### config.mk
export PLATFORM = sky130hd
export DESIGN_NAME = voice_playout_clock_controller_top
export DESIGN_NICKNAME = d
export VERILOG_FILES = /design/src/hw/rtl/vpcc_pkg.sv /design/src/hw/rtl/voice_playout_clock_controller_top.sv
export SDC_FILE = /design/constraint.sdc
export NUM_CORES = 2
export LEC_CHECK = 0
export BUFFER_PORTS_ARGS = -buffer_cell sky130_fd_sc_hd__buf_2
export CORE_AREA = 8 8 210 313
export DETAILED_ROUTE_END_ITERATION = 6
export DIE_AREA = 0 0 218 321
export GPL_ROUTABILITY_DRIVEN = 0
export PLACE_DENSITY_LB_ADDON = 0.2
export SYNTH_ARGS = -nofsm -noshare
export SYNTH_HDL_FRONTEND = slang
export SYNTH_SLANG_ARGS = --single-unit
### constraint.sdc
create_clock -name clk -period 12.45 [get_ports clk]
set_input_delay 0.6225 -clock clk [delete_from_list [all_inputs] [get_ports clk]]
set_output_delay 0.6225 -clock clk [all_outputs]
set_load 0.02 [all_outputs]
### src/hw/rtl/vpcc_pkg.sv
// ----------------------------------------------------------------------------
// vpcc_pkg
// Shared constants, codes and types for the voice playout clock controller.
// ----------------------------------------------------------------------------
`default_nettype none

package vpcc_pkg;

  // default timeline width
  localparam int TIME_BITS_DEF = 48;

  // field widths
  localparam int OP_W     = 3;
  localparam int NOW_W    = 48;
  localparam int QUEUED_W = 22;
  localparam int DUR_W    = 16;
  localparam int ACTION_W = 3;
  localparam int LAG_W    = 32;

  // packed stream widths, rounded up to whole bytes
  localparam int IN_DATA_BITS  = NOW_W + QUEUED_W + DUR_W;
  localparam int IN_TDATA_W    = ((IN_DATA_BITS + 7) / 8) * 8;
  localparam int OUT_DATA_BITS = ACTION_W + 1 + LAG_W + LAG_W;
  localparam int OUT_TDATA_W   = ((OUT_DATA_BITS + 7) / 8) * 8;

  // configuration port
  localparam int CFG_IDX_W  = 2;
  localparam int CFG_DATA_W = 22;
  localparam int CFG_MS_W   = 16;

  // register reset values
  localparam logic [QUEUED_W-1:0] PREFILL_RST  = QUEUED_W'(3200);
  localparam logic [CFG_MS_W-1:0] PRIME_RST    = CFG_MS_W'(200);
  localparam logic [CFG_MS_W-1:0] CONCEAL_RST  = CFG_MS_W'(500);
  localparam logic [CFG_MS_W-1:0] CATCHUP_RST  = CFG_MS_W'(1000);

  // fixed timing constants
  localparam int UNDERRUN_WINDOW_MS = 1000;
  localparam int BYTES_PER_MS       = 32;

  typedef enum logic [CFG_IDX_W-1:0] {
    CFG_PREFILL = 2'd0,
    CFG_PRIME   = 2'd1,
    CFG_CONCEAL = 2'd2,
    CFG_CATCHUP = 2'd3
  } cfg_idx_e_t;

  typedef enum logic [OP_W-1:0] {
    OP_REPRIME = 3'd0,
    OP_ANSWER  = 3'd1,
    OP_AUDIO   = 3'd2,
    OP_READY   = 3'd3,
    OP_EMPTY   = 3'd4,
    OP_FRAME   = 3'd5,
    OP_PLAYED  = 3'd6
  } op_e_t;

  typedef enum logic [ACTION_W-1:0] {
    ACT_NONE    = 3'd0,
    ACT_WAIT    = 3'd1,
    ACT_CONCEAL = 3'd2,
    ACT_DROP    = 3'd3,
    ACT_PLAY    = 3'd4
  } action_e_t;

endpackage

`default_nettype wire

### src/hw/rtl/voice_playout_clock_controller_top.sv
// ----------------------------------------------------------------------------
// voice_playout_clock_controller_top
// Playout pacing for a speaker jitter buffer: priming, concealment,
// catch-up drops and lag tracking, one event per word.
// ----------------------------------------------------------------------------
// path: input accept to out_tvalid passes the input register, then the result register
// throughput: one event per cycle while out_tready does not stall; the event logic updates all state in one pass
// backpressure: out_tready low stalls the result register, then the input register
// reset: rst_n synchronous active low; resets all state (priming set), loads register defaults
// no memories, so no clearing pass after reset
`default_nettype none

module voice_playout_clock_controller_top
  import vpcc_pkg::*;
#(
  parameter int TIME_BITS = TIME_BITS_DEF
) (
  input  wire logic                   clk,
  input  wire logic                   rst_n,
  // cfg
  input  wire logic                   cfg_valid,
  output logic                        cfg_ready,
  input  wire logic [CFG_IDX_W-1:0]   cfg_index,
  input  wire logic [CFG_DATA_W-1:0]  cfg_data,
  // input stream
  input  wire logic                   in_tvalid,
  output logic                        in_tready,
  // tdata: now_ms[47:0], ring_bytes[69:48], duration_ms[85:70], zero pad
  input  wire logic [IN_TDATA_W-1:0]  in_tdata,
  // tuser: op[2:0]
  input  wire logic [OP_W-1:0]        in_tuser,
  // result stream
  output logic                        out_tvalid,
  input  wire logic                   out_tready,
  // tdata: action[2:0], flag[3], lag_ms[35:4], lag_peak_ms[67:36], zero pad
  output logic [OUT_TDATA_W-1:0]      out_tdata
);

  typedef logic [TIME_BITS-1:0] tm_t;

  localparam tm_t LAG_SAT = TIME_BITS'({LAG_W{1'b1}});

  // config registers
  logic [QUEUED_W-1:0] prefill_r;
  logic [CFG_MS_W-1:0] prime_wait_r;
  logic [CFG_MS_W-1:0] conceal_r;
  logic [CFG_MS_W-1:0] catchup_r;

  // input register
  logic                s1_valid_r;
  logic [OP_W-1:0]     op_r;
  logic [NOW_W-1:0]    now_r;
  logic [QUEUED_W-1:0] queued_r;
  logic [DUR_W-1:0]    dur_r;

  // state
  logic priming_r,  priming_nxt;
  logic armed_r,    armed_nxt;
  tm_t  pstart_r,   pstart_nxt;
  logic ans_over_r, ans_over_nxt;
  logic starve_v_r, starve_v_nxt;
  tm_t  starve_r,   starve_nxt;
  logic tl_v_r,     tl_v_nxt;
  tm_t  tl_start_r, tl_start_nxt;
  tm_t  emitted_r,  emitted_nxt;
  logic wr_seen_r,  wr_seen_nxt;
  tm_t  last_wr_r,  last_wr_nxt;
  logic [LAG_W-1:0] peak_r, peak_nxt;

  // result register
  logic                  out_valid_r;
  logic [ACTION_W-1:0]   action_r, action_nxt;
  logic                  flag_r,   flag_nxt;
  logic [LAG_W-1:0]      lag_r,    lag_nxt;

  logic adv;

  assign adv       = s1_valid_r && (!out_valid_r || out_tready);
  assign in_tready = !s1_valid_r || adv;
  assign cfg_ready = 1'b1;

  assign out_tvalid = out_valid_r;
  assign out_tdata  = OUT_TDATA_W'({peak_r, lag_r, flag_r, action_r});

  // ---------------------------------------------------------------- config
  always_ff @(posedge clk) begin
    if (!rst_n) begin
      prefill_r    <= PREFILL_RST;
      prime_wait_r <= PRIME_RST;
      conceal_r    <= CONCEAL_RST;
      catchup_r    <= CATCHUP_RST;
    end else if (cfg_valid && cfg_ready) begin
      case (cfg_idx_e_t'(cfg_index))
        CFG_PREFILL: prefill_r    <= cfg_data[QUEUED_W-1:0];
        CFG_PRIME:   prime_wait_r <= cfg_data[CFG_MS_W-1:0];
        CFG_CONCEAL: conceal_r    <= cfg_data[CFG_MS_W-1:0];
        CFG_CATCHUP: catchup_r    <= cfg_data[CFG_MS_W-1:0];
        default: begin
        end
      endcase
    end
  end

  // ---------------------------------------------------------- input register
  always_ff @(posedge clk) begin
    if (!rst_n) begin
      s1_valid_r <= 1'b0;
    end else if (in_tready) begin
      s1_valid_r <= in_tvalid;
    end
  end

  always_ff @(posedge clk) begin
    if (in_tvalid && in_tready) begin
      op_r     <= in_tuser;
      now_r    <= in_tdata[NOW_W-1:0];
      queued_r <= in_tdata[NOW_W+QUEUED_W-1:NOW_W];
      dur_r    <= in_tdata[NOW_W+QUEUED_W+DUR_W-1:NOW_W+QUEUED_W];
    end
  end

  // ------------------------------------------------------------- lag datapath
  tm_t  now_t, dur_t;
  tm_t  elapsed, late, late_post;
  logic lag_pos, post_pos;
  logic [LAG_W-1:0] lag_pre, lag_post;
  tm_t  em_base;
  logic [TIME_BITS:0] em_sum;
  tm_t  em_add;

  assign now_t = TIME_BITS'(now_r);
  assign dur_t = TIME_BITS'(dur_r);

  assign elapsed   = now_t - tl_start_r;
  assign late      = elapsed - emitted_r;
  assign lag_pos   = tl_v_r && (now_t > tl_start_r) && (elapsed > emitted_r);
  assign lag_pre   = !lag_pos ? '0 : (late > LAG_SAT) ? '1 : late[LAG_W-1:0];

  // lag after the frame length is added to emitted; clamps to 0 when not positive, to all ones above LAG_W bits
  assign late_post = late - dur_t;
  assign post_pos  = lag_pos && (late > dur_t);
  assign lag_post  = !post_pos ? '0 :
                     (late_post > LAG_SAT) ? '1 : late_post[LAG_W-1:0];

  assign em_base = tl_v_r ? emitted_r : '0;
  assign em_sum  = {1'b0, em_base} + {1'b0, dur_t};
  assign em_add  = em_sum[TIME_BITS] ? '1 : em_sum[TIME_BITS-1:0];

  // ------------------------------------------------------------- event logic
  tm_t  start_eff, wait_diff, starve_diff, write_diff;
  logic prime_hold, ready_flag, catch_up, settle;

  assign start_eff   = armed_r ? pstart_r : now_t;
  assign wait_diff   = now_t - start_eff;
  assign prime_hold  = priming_r && (queued_r < prefill_r);
  assign ready_flag  = !(prime_hold &&
                         ((queued_r == '0) || (wait_diff < TIME_BITS'(prime_wait_r))));
  assign starve_diff = now_t - starve_r;
  assign write_diff  = now_t - last_wr_r;
  assign settle      = ans_over_r || (wr_seen_r && (write_diff > TIME_BITS'(conceal_r)));
  assign catch_up    = (lag_pre > LAG_W'(catchup_r)) &&
                       ((queued_r / BYTES_PER_MS) >= QUEUED_W'(catchup_r));

  always_comb begin
    priming_nxt  = priming_r;
    armed_nxt    = armed_r;
    pstart_nxt   = pstart_r;
    ans_over_nxt = ans_over_r;
    starve_v_nxt = starve_v_r;
    starve_nxt   = starve_r;
    tl_v_nxt     = tl_v_r;
    tl_start_nxt = tl_start_r;
    emitted_nxt  = emitted_r;
    wr_seen_nxt  = wr_seen_r;
    last_wr_nxt  = last_wr_r;
    peak_nxt     = peak_r;
    action_nxt   = ACT_NONE;
    flag_nxt     = 1'b0;
    lag_nxt      = lag_pre;

    case (op_e_t'(op_r))
      OP_REPRIME: begin
        priming_nxt  = 1'b1;
        armed_nxt    = 1'b0;
        pstart_nxt   = '0;
        ans_over_nxt = 1'b0;
        tl_v_nxt     = 1'b0;
        tl_start_nxt = '0;
        emitted_nxt  = '0;
        lag_nxt      = '0;
      end
      OP_ANSWER: begin
        ans_over_nxt = 1'b1;
      end
      OP_AUDIO: begin
        if (starve_v_r) begin
          flag_nxt     = starve_diff < TIME_BITS'(UNDERRUN_WINDOW_MS);
          starve_v_nxt = 1'b0;
          starve_nxt   = '0;
        end
        ans_over_nxt = 1'b0;
      end
      OP_READY: begin
        flag_nxt = ready_flag;
        if (ready_flag) begin
          priming_nxt = 1'b0;
          armed_nxt   = 1'b0;
          pstart_nxt  = '0;
        end else if (prime_hold && (queued_r != '0) && !armed_r) begin
          // first queued audio starts the priming wait
          armed_nxt  = 1'b1;
          pstart_nxt = now_t;
        end
      end
      OP_EMPTY: begin
        if (settle) begin
          priming_nxt  = 1'b1;
          armed_nxt    = 1'b0;
          pstart_nxt   = '0;
          ans_over_nxt = 1'b0;
          tl_v_nxt     = 1'b0;
          tl_start_nxt = '0;
          emitted_nxt  = '0;
          lag_nxt      = '0;
          action_nxt   = ACT_WAIT;
        end else begin
          starve_v_nxt = 1'b1;
          starve_nxt   = now_t;
          action_nxt   = ACT_CONCEAL;
        end
      end
      OP_FRAME: begin
        if (catch_up) begin
          emitted_nxt = em_add;
          lag_nxt     = lag_post;
          action_nxt  = ACT_DROP;
        end else begin
          wr_seen_nxt = 1'b1;
          last_wr_nxt = now_t;
          action_nxt  = ACT_PLAY;
        end
      end
      OP_PLAYED: begin
        // a fresh timeline starts at this play time, so its lag is zero
        if (!tl_v_r) begin
          tl_v_nxt     = 1'b1;
          tl_start_nxt = now_t;
        end
        if (lag_pre > peak_r) begin
          peak_nxt = lag_pre;
        end
        emitted_nxt = em_add;
        lag_nxt     = lag_post;
      end
      default: begin
      end
    endcase
  end

  // ------------------------------------------------------- state and result
  always_ff @(posedge clk) begin
    if (!rst_n) begin
      priming_r  <= 1'b1;
      armed_r    <= 1'b0;
      pstart_r   <= '0;
      ans_over_r <= 1'b0;
      starve_v_r <= 1'b0;
      starve_r   <= '0;
      tl_v_r     <= 1'b0;
      tl_start_r <= '0;
      emitted_r  <= '0;
      wr_seen_r  <= 1'b0;
      last_wr_r  <= '0;
      peak_r     <= '0;
    end else if (adv) begin
      priming_r  <= priming_nxt;
      armed_r    <= armed_nxt;
      pstart_r   <= pstart_nxt;
      ans_over_r <= ans_over_nxt;
      starve_v_r <= starve_v_nxt;
      starve_r   <= starve_nxt;
      tl_v_r     <= tl_v_nxt;
      tl_start_r <= tl_start_nxt;
      emitted_r  <= emitted_nxt;
      wr_seen_r  <= wr_seen_nxt;
      last_wr_r  <= last_wr_nxt;
      peak_r     <= peak_nxt;
    end
  end

  always_ff @(posedge clk) begin
    if (!rst_n) begin
      out_valid_r <= 1'b0;
    end else if (adv) begin
      out_valid_r <= 1'b1;
    end else if (out_tready) begin
      out_valid_r <= 1'b0;
    end
  end

  always_ff @(posedge clk) begin
    if (adv) begin
      action_r <= action_nxt;
      flag_r   <= flag_nxt;
      lag_r    <= lag_nxt;
    end
  end

  // -------------------------------------------------------------- assertions
  a_peak_monotonic: assert property (@(posedge clk) disable iff (!rst_n)
    1'b1 |=> peak_r >= $past(peak_r))
    else $error("peak lag decreased");

  a_emitted_idle: assert property (@(posedge clk) disable iff (!rst_n)
    !tl_v_r |-> emitted_r == '0)
    else $error("emitted total nonzero without a timeline");

  a_armed_priming: assert property (@(posedge clk) disable iff (!rst_n)
    armed_r |-> priming_r)
    else $error("priming wait armed outside priming");

  a_unarmed_start: assert property (@(posedge clk) disable iff (!rst_n)
    !armed_r |-> pstart_r == '0)
    else $error("priming start set while not armed");

  a_adv_result: assert property (@(posedge clk) disable iff (!rst_n)
    adv |=> out_valid_r)
    else $error("event advanced without a result word");

endmodule

`default_nettype wire
* Word level (Yosys, flattened, before mapping)
Cells that the tools add are included.
Storage, ports and cells: input bits 120, register bits 475, output and inout bits 75, word-level logic and storage cells 144
Operators by class: muxes and demuxes 39, $add $sub $neg 7, reduce and logical (&&, ||, !) cells 44, bitwise logic cells 1, magnitude comparators 12, eq/ne operators 16
Operators with widths (number):
- 48-bit 2-to-1 mux | 10
- 48-bit case mux with 3 select lines | 2
- 48-bit subtractor | 5
- 32-bit 2-to-1 mux | 6
- 48-bit case mux with 4 select lines | 1
- 32-bit case mux with 4 select lines | 1
- 48-bit by 16-bit > comparator with 1-bit output | 2
- 48-bit by 32-bit > comparator with 1-bit output (second input constant) | 2
- 48-bit > comparator | 2
- 48-bit case mux with 2 select lines | 1
- 48-bit by 16-bit adder with 49-bit output | 1
- 48-bit by 10-bit less-than comparator with 1-bit output (second input constant) | 1
- 48-bit by 16-bit less-than comparator with 1-bit output | 1
- 48-bit by 16-bit subtractor with 48-bit output | 1
- 32-bit by 16-bit > comparator with 1-bit output | 1
- 32-bit > comparator | 1
- 22-bit logical NOT | 1
- 22-bit less-than comparator | 1
- 22-bit nonzero test | 1
- 4-bit AND reduction | 5
- 17-bit by 16-bit greater-or-equal comparator with 1-bit output | 1
- 3-bit AND reduction | 5
- 2-bit != test (second input constant) | 6
- 1-bit case mux with 3 select lines | 4
- 22 further kinds | 57

* Longest topological paths before layout
word-level depth 9, mapped depth 48, gate-level depth less buffers 43

* Worst setup path before layout
OpenSTA, ideal clock, no wires.
path type register to register, start reg now_r[2], end reg peak_r[10], cell stages (with the launch flop) 46, path buffers 4, slack 3168 ps, clock period less this slack 9282 ps, arrival 9154 ps, library setup time 128 ps, data required time 12322 ps, cells stage by stage edfxtp_1 -> ha_1 -> nor2b_1 -> o21a_1 -> o21a_1 -> o221a_2 -> o21ai_0 -> a21boi_0 -> o21a_1 -> o21a_1 -> o21a_1 -> o21ai_0 -> nand4_1 -> a31o_2 -> a21oi_1 -> xnor2_1 -> ha_1 -> clkbuf_1 -> [... 10 more ...] -> buf_1 -> a21oi_1 -> ha_1 -> a21oi_1 -> nor2b_1 -> o21ai_0 -> nand2b_1 -> a21oi_1 -> o21ai_0 -> a221o_1 -> a21o_1 -> a221o_1 -> nor2_1 -> a21oi_1 -> o221ai_1 -> buf_2 -> mux2i_1 -> nor2_1
On the way: word-level cells in the longest chain between the ends 7, elaborated cells between the ends (all ways) 11, classes of those cells add/sub (2); order compare (4); mux (2); reduce/logical (3)
Ends and longest elaborated chain:
- start: declaration | RTL line voice_playout_clock_controller_top.sv:52 | logic [NOW_W-1:0] now_r;
- start signal: assignment | RTL line voice_playout_clock_controller_top.sv:116 | now_r <= in_tdata[NOW_W-1:0];
- 48-bit subtractor | RTL line voice_playout_clock_controller_top.sv:134 | assign elapsed = now_t - tl_start_r;
- 48-bit subtractor | RTL line voice_playout_clock_controller_top.sv:135 | assign late = elapsed - emitted_r;
- 48-bit by 32-bit > comparator with 1-bit output | RTL line voice_playout_clock_controller_top.sv:137 | assign lag_pre = !lag_pos ? '0 : (late > LAG_SAT) ? '1 : late[LAG_W-1:0];
- 32-bit 2-to-1 mux | RTL line voice_playout_clock_controller_top.sv:137
- 32-bit 2-to-1 mux (*) | RTL line voice_playout_clock_controller_top.sv:137
- named net lag_pre[17] | RTL line voice_playout_clock_controller_top.sv:126 | logic [LAG_W-1:0] lag_pre, lag_post;
- 32-bit > comparator (*) | RTL line voice_playout_clock_controller_top.sv:249 | if (lag_pre > peak_r) begin
- 3-bit AND reduction (no line) (*)
- end signal: assignment | RTL line voice_playout_clock_controller_top.sv:287 | peak_r <= peak_nxt;
- end: declaration | RTL line voice_playout_clock_controller_top.sv:68 | logic [LAG_W-1:0] peak_r, peak_nxt;
Mark *: on every way through the listed nets, which the timed path passes. The rest lies on a longest branch. A chain may end at the register's enable or synchronous reset.

* Final worst setup path
start reg now_r[0], end reg peak_r[17]
On the way: word-level cells in the longest chain between the ends 7, elaborated cells between the ends (all ways) 11, classes of those cells add/sub (2); order compare (4); mux (2); reduce/logical (3)
Ends and longest elaborated chain (RTL line):
- 48-bit subtractor | voice_playout_clock_controller_top.sv:134
- 48-bit subtractor | voice_playout_clock_controller_top.sv:135
- 48-bit by 32-bit > comparator with 1-bit output | voice_playout_clock_controller_top.sv:137
- 32-bit 2-to-1 mux | voice_playout_clock_controller_top.sv:137
- 32-bit 2-to-1 mux (*) | voice_playout_clock_controller_top.sv:137
- named net lag_pre[17] | voice_playout_clock_controller_top.sv:126
- 32-bit > comparator | voice_playout_clock_controller_top.sv:249
- 3-bit AND reduction (no line)
Marked as above.

==> run_results.csv <==
group,metric,value,unit
sta,period_share,0.929,
yosys,ys_seq_elements,475,
place,io_buffers,187,
pwr,finalPower,0.00450,W
layout,multi_input_area,0.0250,mm^2
clock_network,clock-sinks,475,
layout,drive_gt1_frac,0.0842,
yosys,netlist_instances,4772,
critical_path,worst_setup_path_start_kind,"flop",
clock_network,cts_hold_buf,0,
sta,tightest_slew,1200,ps
place,placed_area,0.0397,mm^2
floorplan,rows,112,
critical_path,slowest_delay,670,ps
yosys,ys_top_cells_by_area,"dfxtp_1, ha_1, edfxtp_1",
global_route,antenna_found_initial,1,
pwr,p_leak,17.1,nW
clock_network,htreeDepth,2,
layout,fin_cells,5690,
critical_path,critPathCaptureType,"flop",
clock_network,clk_pin_slew,60,ps
clock_network,numCtsBuffers,49,
yosys,yosysTopAreaCell,"dfxtp_1",
routing,first_pass_iters,6,
place,dp.cells,5596,
yosys,syn_avg_cell_area,7.99,um^2
sta,setup_ws,888,ps
critical_path,path_class,"reg2reg",
critical_path,crit_slowest_cell,"o221ai_4",
run,drv_cap,0,
global_route,grt-ovfl-total,0,
yosys,synth_warnings,0,
critical_path,worstPathRequired,12930,ps
yosys,synth_ff_type,"dfxtp_1",
yosys,synth_edf_count,125,
critical_path,path_max_fanout,18,
layout,fillers,5321,
min_path,hold_path_class,"in2reg",
critical_path,cp_num_buf_inv,2,
yosys,synth_top_area_share,0.184,
layout,design_area,0.0413,mm^2
clock_network,clk_latency,640,ps
run_status,status,"completed",
clock_network,post-cts-setup-buffers,0,
clock_network,cts_tree,"built",
routing,via_per_inst,6.43,
routing,post_drt_wl_per_cell,21.0,um
clock_network,clock_tree.root_cell,"clkbuf_16",
clock_network,clockBufferDepth,3,
floorplan,start_util,0.621,
clock_network,cts_resized,0,
routing,wirelength,120,mm
floorplan,die_y,321,um
critical_path,cp.arrival,12050,ps
layout,syn2layout_area_growth,8.29,%
sta,layout_min_cycle_time,11560,ps
routing,drt_iter0_drc,3152,
layout,seq_area,0.0108,mm^2
floorplan,fp.dieW,218,um
sta,timing.setup.tns,0,ps
sta,rsz0062_at_grt,"false",
routing,vias,36572,
floorplan,io_pins,195,
sta,slew_viol_final,0,
global_route,grt_pass1_wl,184,mm
floorplan,core-area,0.0614,mm^2
routing,drc_errors,0,
place,dp_hpwl,90.3,mm
sta,relSlewSlack,0.201,
yosys,netlist_area,0.0381,mm^2
sta,clock_skew,25.8,ps
sta,hold_violations,0,
yosys,seq_area_frac_synth,0.282,
global_route,grt_max_degree,118,
sta,setup_violations,0,
pwr,p_per_area,109,mW/mm^2
yosys,async_reset_ff_frac,0,
pwr,ir_drop,189,uV
layout,nets,5358,
global_route,grt_use_total,0.327,
yosys,ys_types,102,
sta,fmax,86.5,MHz
place,dp_worst_setup_slack,1150,ps
global_route,grt_pass1_vias,35106,
critical_path,critPathTopFamily,"compound AO/OA/AOI/OAI gates",
routing,ant_nets,0,
floorplan,die_area,0.0700,mm^2
cells in the mapped netlist (all sizes together) (17+ instances only):
library cell and instances:
nor2b 37, and3 92, o22ai 17, a22o 83
nand2 430, nand4 94, xor2 84, clkbuf 157
ha 382, dfxtp 350, a211oi 31, edfxtp 125
o211ai 51, or3 25, nand3 111, nor3 86
o21a 105, o31ai 18, a22oi 49, o21ai 250
xnor2 108, a21o 153, a2111oi 23, nand2b 42
buf 61, inv 399, nor2 443, o21bai 42
mux2i 146, a31oi 38, and2 39, a21oi 394
nor4 41
logic make-up (layout without fill, tap and decap cells):
logic type / count (synthesis) / after routing / share of synthesized area
muxes: 151 / 151 / 0.0399
and+or+nand+nor: 1512 / 1512 / 0.188
other: 2 / 6 / 0.000197
buffers and inverters: 619 / 735 / 0.0643
xor gates and xnor gates: 192 / 192 / 0.0441
DFF: 475 / 475 / 0.282
adders and majority gates: 388 / 388 / 0.129
AOI/OAI and AO/OA: 1433 / 1433 / 0.253
final timing paths:
kind | from | end | slack (ps) | cells past startpoint
worst max-delay path | now_r[0] | peak_r[17] | 890 | 42
worst max register to register | now_r[0] | peak_r[17] | 890 | 42
worst min-delay path | in_tdata[71] | dur_r[1] | 170 | 1
worst min register to register | prime_wait_r[5] | prime_wait_r[5] | 450 | 2
cell type report:
cell class | instances | area share
well taps | 798 | 0.0242
clock inverters | 31 | 0.00712
repair buffers | 242 | 0.0330
diodes | 1 | 0.0000606
flip-flops and latches | 475 | 0.261
inverters | 401 | 0.0366
clock buffers | 61 | 0.0322
multi-input cells | 3681 | 0.606
routing by layer:
layer / up-vias / wire length (um) / global-route usage
li1: 17406 / - / -
met4: 0 / 9860 / 0.237
met1: 17185 / 43000 / 0.342
met2: 1470 / 58500 / 0.584
met3: 511 / 8230 / 0.0568
met5: - / 0 / 0
metrics by stage:
stage	util	hold slack (ps)
after global placement	0.646	440
after CTS	0.672	137
after floorplan	-	432
after global routing	0.673	146
after detailed placement	0.646	446
final	0.673	166
state kept, by name, indices dropped and copies added (netlist names), 16 cells and up:
name	cells
starve_r	48
prefill_r	22
peak_r	32
last_wr_r	48
lag_r	32
queued_r	22
prime_wait_r	16
tl_start_r	48
conceal_r	16
now_r	48
pstart_r	48
dur_r	16
emitted_r	48
catchup_r	16
power by group:
part,switching (W),internal (W),total (W)
sequential,0.0000400,0.00162,0.00166
combinational,0.000825,0.000487,0.00131
clock,0.000679,0.000847,0.00153
total,0.00154,0.00296,0.00450
cell usage in the layout, fill, tap and decap left out, types with 15 or more instances in the layout:
master | netlist | layout
a2111oi_0 | 19 | 18
a211o_1 | 15 | 15
a211oi_1 | 30 | 30
a21o_1 | 153 | 153
a21oi_1 | 392 | 392
a22o_1 | 83 | 83
a22oi_1 | 49 | 49
a31oi_1 | 37 | 37
and2_1 | 38 | 36
and3_1 | 91 | 91
buf_2 | 37 | 186
buf_4 | 9 | 54
clkbuf_16 | 0 | 51
dfxtp_1 | 350 | 349
edfxtp_1 | 125 | 125
ha_1 | 382 | 382
inv_1 | 399 | 398
mux2i_1 | 146 | 146
nand2_1 | 429 | 429
nand2b_1 | 42 | 41
nand3_1 | 111 | 111
nand4_1 | 94 | 94
nor2_1 | 443 | 441
nor2b_1 | 37 | 37
nor3_1 | 85 | 83
nor4_1 | 41 | 41
o211ai_1 | 51 | 51
o21a_1 | 105 | 104
o21ai_0 | 237 | 237
o21ba_2 | 15 | 15
o21bai_1 | 42 | 42
o22ai_1 | 17 | 17
o31ai_1 | 15 | 15
or2_2 | 16 | 16
or3_1 | 24 | 24
xnor2_1 | 108 | 108
xor2_1 | 84 | 84
Note: power is estimated with default switching activity, not from simulation.
